===== src/hdl/dcmf_pkg.sv =====
// Shared constants, types and helpers of the dark channel minimum filter.
// Used by dcmf_cell and dark_channel_min_filter.
`timescale 1ns / 1ps
`default_nettype none
package dcmf_pkg;

   localparam int MAX_WIDTH_DEF  = 1024;
   localparam int MAX_RADIUS_DEF = 7;
   localparam int HEIGHT_LIMIT   = 4096;

   localparam int PIX_W    = 8;
   localparam int WIDTH_W  = 11;
   localparam int HEIGHT_W = 13;
   localparam int RAD_W    = 3;
   localparam int ROW_W    = 13;
   localparam int CSR_W    = 13;
   localparam int IDX_W    = 2;
   localparam int CMP_W    = 16;

   localparam logic [IDX_W-1:0] REG_WIDTH  = 2'd0;
   localparam logic [IDX_W-1:0] REG_HEIGHT = 2'd1;
   localparam logic [IDX_W-1:0] REG_RADIUS = 2'd2;

   localparam logic OP_PIXEL = 1'b0;
   localparam logic OP_FLUSH = 1'b1;

   localparam logic [PIX_W-1:0] PIX_MAX = 8'hFF;

   typedef struct packed {
      logic             shift;
      logic [RAD_W-1:0] radius;
   } win_ctl_type;

   function automatic logic [PIX_W-1:0] min8(input logic [PIX_W-1:0] a,
                                             input logic [PIX_W-1:0] b);
      min8 = (a < b) ? a : b;
   endfunction

endpackage
`default_nettype wire


===== src/hdl/dcmf_cell.sv =====
// One cell of the horizontal window chain: holds a column minimum and its column.
// Depends on dcmf_pkg.
`timescale 1ns / 1ps
`default_nettype none
module dcmf_cell
   import dcmf_pkg::*;
#(
   parameter int POS   = 0,
   parameter int COL_W = 10
) (
   input  wire logic              clock,
   input  wire win_ctl_type       ctl,
   input  wire logic [COL_W-1:0]  ox,
   input  wire logic [PIX_W-1:0]  value_in,
   input  wire logic [COL_W-1:0]  tag_in,
   output logic      [PIX_W-1:0]  value_out,
   output logic      [COL_W-1:0]  tag_out,
   output logic      [PIX_W-1:0]  term
);

   logic [PIX_W-1:0] value_ff;
   logic [COL_W-1:0] tag_ff;
   logic             in_window;
   int               rad;

   always_ff @(posedge clock) begin
      if (ctl.shift) begin
         value_ff <= value_in;
         tag_ff   <= tag_in;
      end
   end

   // A cell ahead of the center counts only while still in the same row (larger
   // column); a cell behind it only when its column is smaller.
   always_comb begin
      rad = int'(ctl.radius);
      if (POS < rad) begin
         in_window = (tag_ff > ox);
      end else if (POS == rad) begin
         in_window = 1'b1;
      end else if (POS <= 2 * rad) begin
         in_window = (tag_ff < ox);
      end else begin
         in_window = 1'b0;
      end
   end

   assign value_out = value_ff;
   assign tag_out   = tag_ff;
   assign term      = in_window ? value_ff : PIX_MAX;

endmodule
`default_nettype wire

===== config.mk =====
export PLATFORM = sky130hd
export DESIGN_NAME = dcmf_cell
export DESIGN_NICKNAME = d
export VERILOG_FILES = /design/src/hdl/dcmf_pkg.sv /design/src/hdl/dcmf_cell.sv
export SDC_FILE = /design/constraint.sdc
export NUM_CORES = 1
export LEC_CHECK = 0
export BUFFER_PORTS_ARGS = -buffer_cell sky130_fd_sc_hd__buf_2
export CELL_PAD_IN_SITES_DETAIL_PLACEMENT = 0
export CELL_PAD_IN_SITES_GLOBAL_PLACEMENT = 1
export CORE_MARGIN = 4
export CORE_UTILIZATION = 35
export CTS_BUF_LIST = sky130_fd_sc_hd__clkbuf_2 sky130_fd_sc_hd__clkbuf_4 sky130_fd_sc_hd__clkbuf_8
export CTS_CLUSTER_SIZE = 12
export DETAILED_ROUTE_END_ITERATION = 10
export PLACE_DENSITY = 0.88
export SYNTH_ARGS = -nofsm -noshare
export SYNTH_HDL_FRONTEND = slang
export SYNTH_SLANG_ARGS = --single-unit

===== constraint.sdc =====
create_clock -name clock -period 3.25 [get_ports clock]
set_input_delay 0.325 -clock clock [delete_from_list [all_inputs] [get_ports clock]]
set_output_delay 0.325 -clock clock [all_outputs]
set_load 0.005 [all_outputs]

==> impl_metrics.env <==
export IMPL_place_hpwl_um=1678
export IMPL_cts_sinks=18
export IMPL_drv_cap=0
export IMPL_wl_met2_um=988
export IMPL_drv_slew=0
export IMPL_drtPass1Iterations=4
export IMPL_final_cell_mix="buf_2 (58), edfxtp_1 (18), inv_1 (11), ha_1 (10), nand3b_1 (8)"
export IMPL_whs_path_depth=1
export IMPL_switchingPower_uw=137.2
export IMPL_routed_wl_met3_um=223
export IMPL_status="complete, no violations"
export IMPL_antennaDiodeCount=0
export IMPL_portBuffers=58
export IMPL_final_nets=169
export IMPL_synth_nets=106
export IMPL_seqPwrFrac=0.545
export IMPL_crit_type="reg -> out"
export IMPL_cts_hold_fix_buffers=0
export IMPL_fp_row_count=18
export IMPL_comb_power_share=0.250
export IMPL_synth_top_area_share=0.5768
export IMPL_drc=0
export IMPL_met1_length_um=761
export IMPL_cts_buffers_inserted=3
export IMPL_setup_worst_path_start_class="flop"
export IMPL_viasPerCell=4.600
export IMPL_clk_path_buf_depth=2
export IMPL_ys_seq_area_frac=0.5768
export IMPL_p_int_uw=385.5
export IMPL_coreArea_um2=2522
export IMPL_setup_tns_ps=0
export IMPL_maxUsedRoutingLayer="met4"
export IMPL_overflow=0
export IMPL_arrival_ps=2040
export IMPL_cts_resized_gates=0
export IMPL_grt_use_total=0.1185
export IMPL_slew_headroom=0.6925
export IMPL_ant_nets=0
export IMPL_mostFrequentLayoutCell="buf_2"
export IMPL_yosysTopAreaCell="edfxtp_1"
export IMPL_period_needed_ps=2361
export IMPL_max_freq_mhz=423.6
export IMPL_switching_share=0.2624
export IMPL_setup_viol=0
export IMPL_synthCells=63
export IMPL_p_leak_uw=0.0006144
export IMPL_hold_path_class="in -> reg"
export IMPL_vias=713
export IMPL_synth_area_um2=937.1
export IMPL_fp_dieH_um=59.75
export IMPL_htree_num_levels=1
export IMPL_power_uw=522.6
export IMPL_critical_path_endpoint_type="output port"
export IMPL_grt_pass1_wl_um=3160
export IMPL_fp_dieW_um=59.75
export IMPL_cts_tree="yes"
export IMPL_path_max_fanout=8
export IMPL_globalplace_congestion=0.6494
export IMPL_root_buffer="clkbuf_4"
export IMPL_clkSlewWorstSetupHoldPaths_ps=100
export IMPL_worstHoldStart="value_in[3]"
export IMPL_hold_end="value_out[3]"
export IMPL_syn_area_per_cell_um2=14.88
export IMPL_dieArea_um2=3569
export IMPL_fin_crit_sh=0.7263
export IMPL_wl_per_cell_um=12.85
export IMPL_ys_ff_latch=18
export IMPL_netlist_cell_type_count=14
export IMPL_num_io_pins=59
export IMPL_post_cts_buffers=0
export IMPL_synth_area_leaders="edfxtp_1 (58%), ha_1 (13%), nand3b_1 (6.4%)"
export IMPL_clkPwrFrac=0.204
export IMPL_rsz0062_at_grt="no"
export IMPL_finalHoldViolCount=0
export IMPL_wirelength_um=1992
export IMPL_antenna_found_initial=0
export IMPL_grt_pass1_vias=766
export IMPL_ys_warn_count=0
export IMPL_drive_gt1_frac=0.5360
export IMPL_p_per_area_nw_per_um2=404.7
export IMPL_grt_max_degree=19
export IMPL_start_util=0.3715
export IMPL_irDropWorstVdd_mv=0.2495
export IMPL_hold_worst_slack_ps=211.3
export IMPL_area_delta_synth_final_pct=37.78
export IMPL_drtIter0Drc=10
export IMPL_crit_required_ps=2920
export IMPL_tightest_slew_ps=460.2
-- per-stage QoR --
stage | util | instances | setup WS (ps) | area [um^2]
floorplan | - | 63 | 1475 | 937.1
global placement | 0.5015 | 151 | 1243 | 1265
detailed placement | 0.5015 | 151 | 1182 | 1265
CTS | 0.5119 | 155 | 885.7 | 1291
global route | 0.5119 | 155 | 742.8 | 1291
finish | 0.5119 | 155 | 889.4 | 1291
-- critical path: stages, from the launching register on --
cell	delay (ps)
edfxtp_1	410
ha_1	370
nand4_4	170
o311ai_4	510
nand3b_1	150
buf_2	150
-- worst max path at each step --
stage / depth (start not counted) / endpoint / startpoint / slack [ps]
final: 5 / term[4] / tag_out[9] / 890
after global routing: 5 / term[4] / tag_out[9] / 740
after CTS: 5 / term[4] / tag_out[9] / 890
after detailed placement: 7 / term[4] / ox[9] / 1180
after global placement: 7 / term[5] / ox[9] / 1240
after floorplan: 4 / term[0] / tag_out[9] / 1470
-- synthesized netlist by cell type, drive strengths merged --
cell / instances
edfxtp: 18
inv: 11
ha: 10
nand3b: 8
a21oi: 5
nand2: 3
nand4: 2
a31oi: 1
nor4b: 1
o211a: 1
o21a: 1
o311ai: 1
or3: 1
-- power by group through the flow --
stage | clock (uW) | sequential [uW] | combinational [uW]
after global placement | 0 | 289 | 130
final | 107 | 285 | 131
after floorplan | 0 | 292 | 67.0
after CTS | 111 | 285 | 134
after global routing | 120 | 288 | 147
after detailed placement | 0 | 290 | 133
-- area by class of cell --
| class | count | area [um^2] |
|---|---|---|
| multi-input cells | 34 | 355.3 |
| well taps | 30 | 37.54 |
| clock inverters | 1 | 3.754 |
| fillers | 232 | 1231 |
| clock buffers | 3 | 22.52 |
| inverters | 11 | 41.29 |
| flip-flops and latches | 18 | 540.5 |
| repair buffers | 58 | 290.3 |
-- layer usage --
metal | vias to the layer above | GRT usage
met3 | 2 | 0.02808
li1 | 357 | -
met5 | - | 0
met1 | 312 | 0.1357
met4 | 0 | 0.05696
met2 | 42 | 0.2052
-- flip-flops by register name, indices dropped and copies added (netlist names) --
name       flops
value_out      8
tag_out       10
-- logic make-up after synthesis --
kind of cell | count (synthesis) | synth area share
and+or+nand+nor | 15 | 0.1495
buffers and inverters | 11 | 0.04406
DFF | 18 | 0.5768
adders and majority gates | 10 | 0.1335
AOI/OAI and AO/OA | 9 | 0.09613
(Power assumes the default switching activity.)
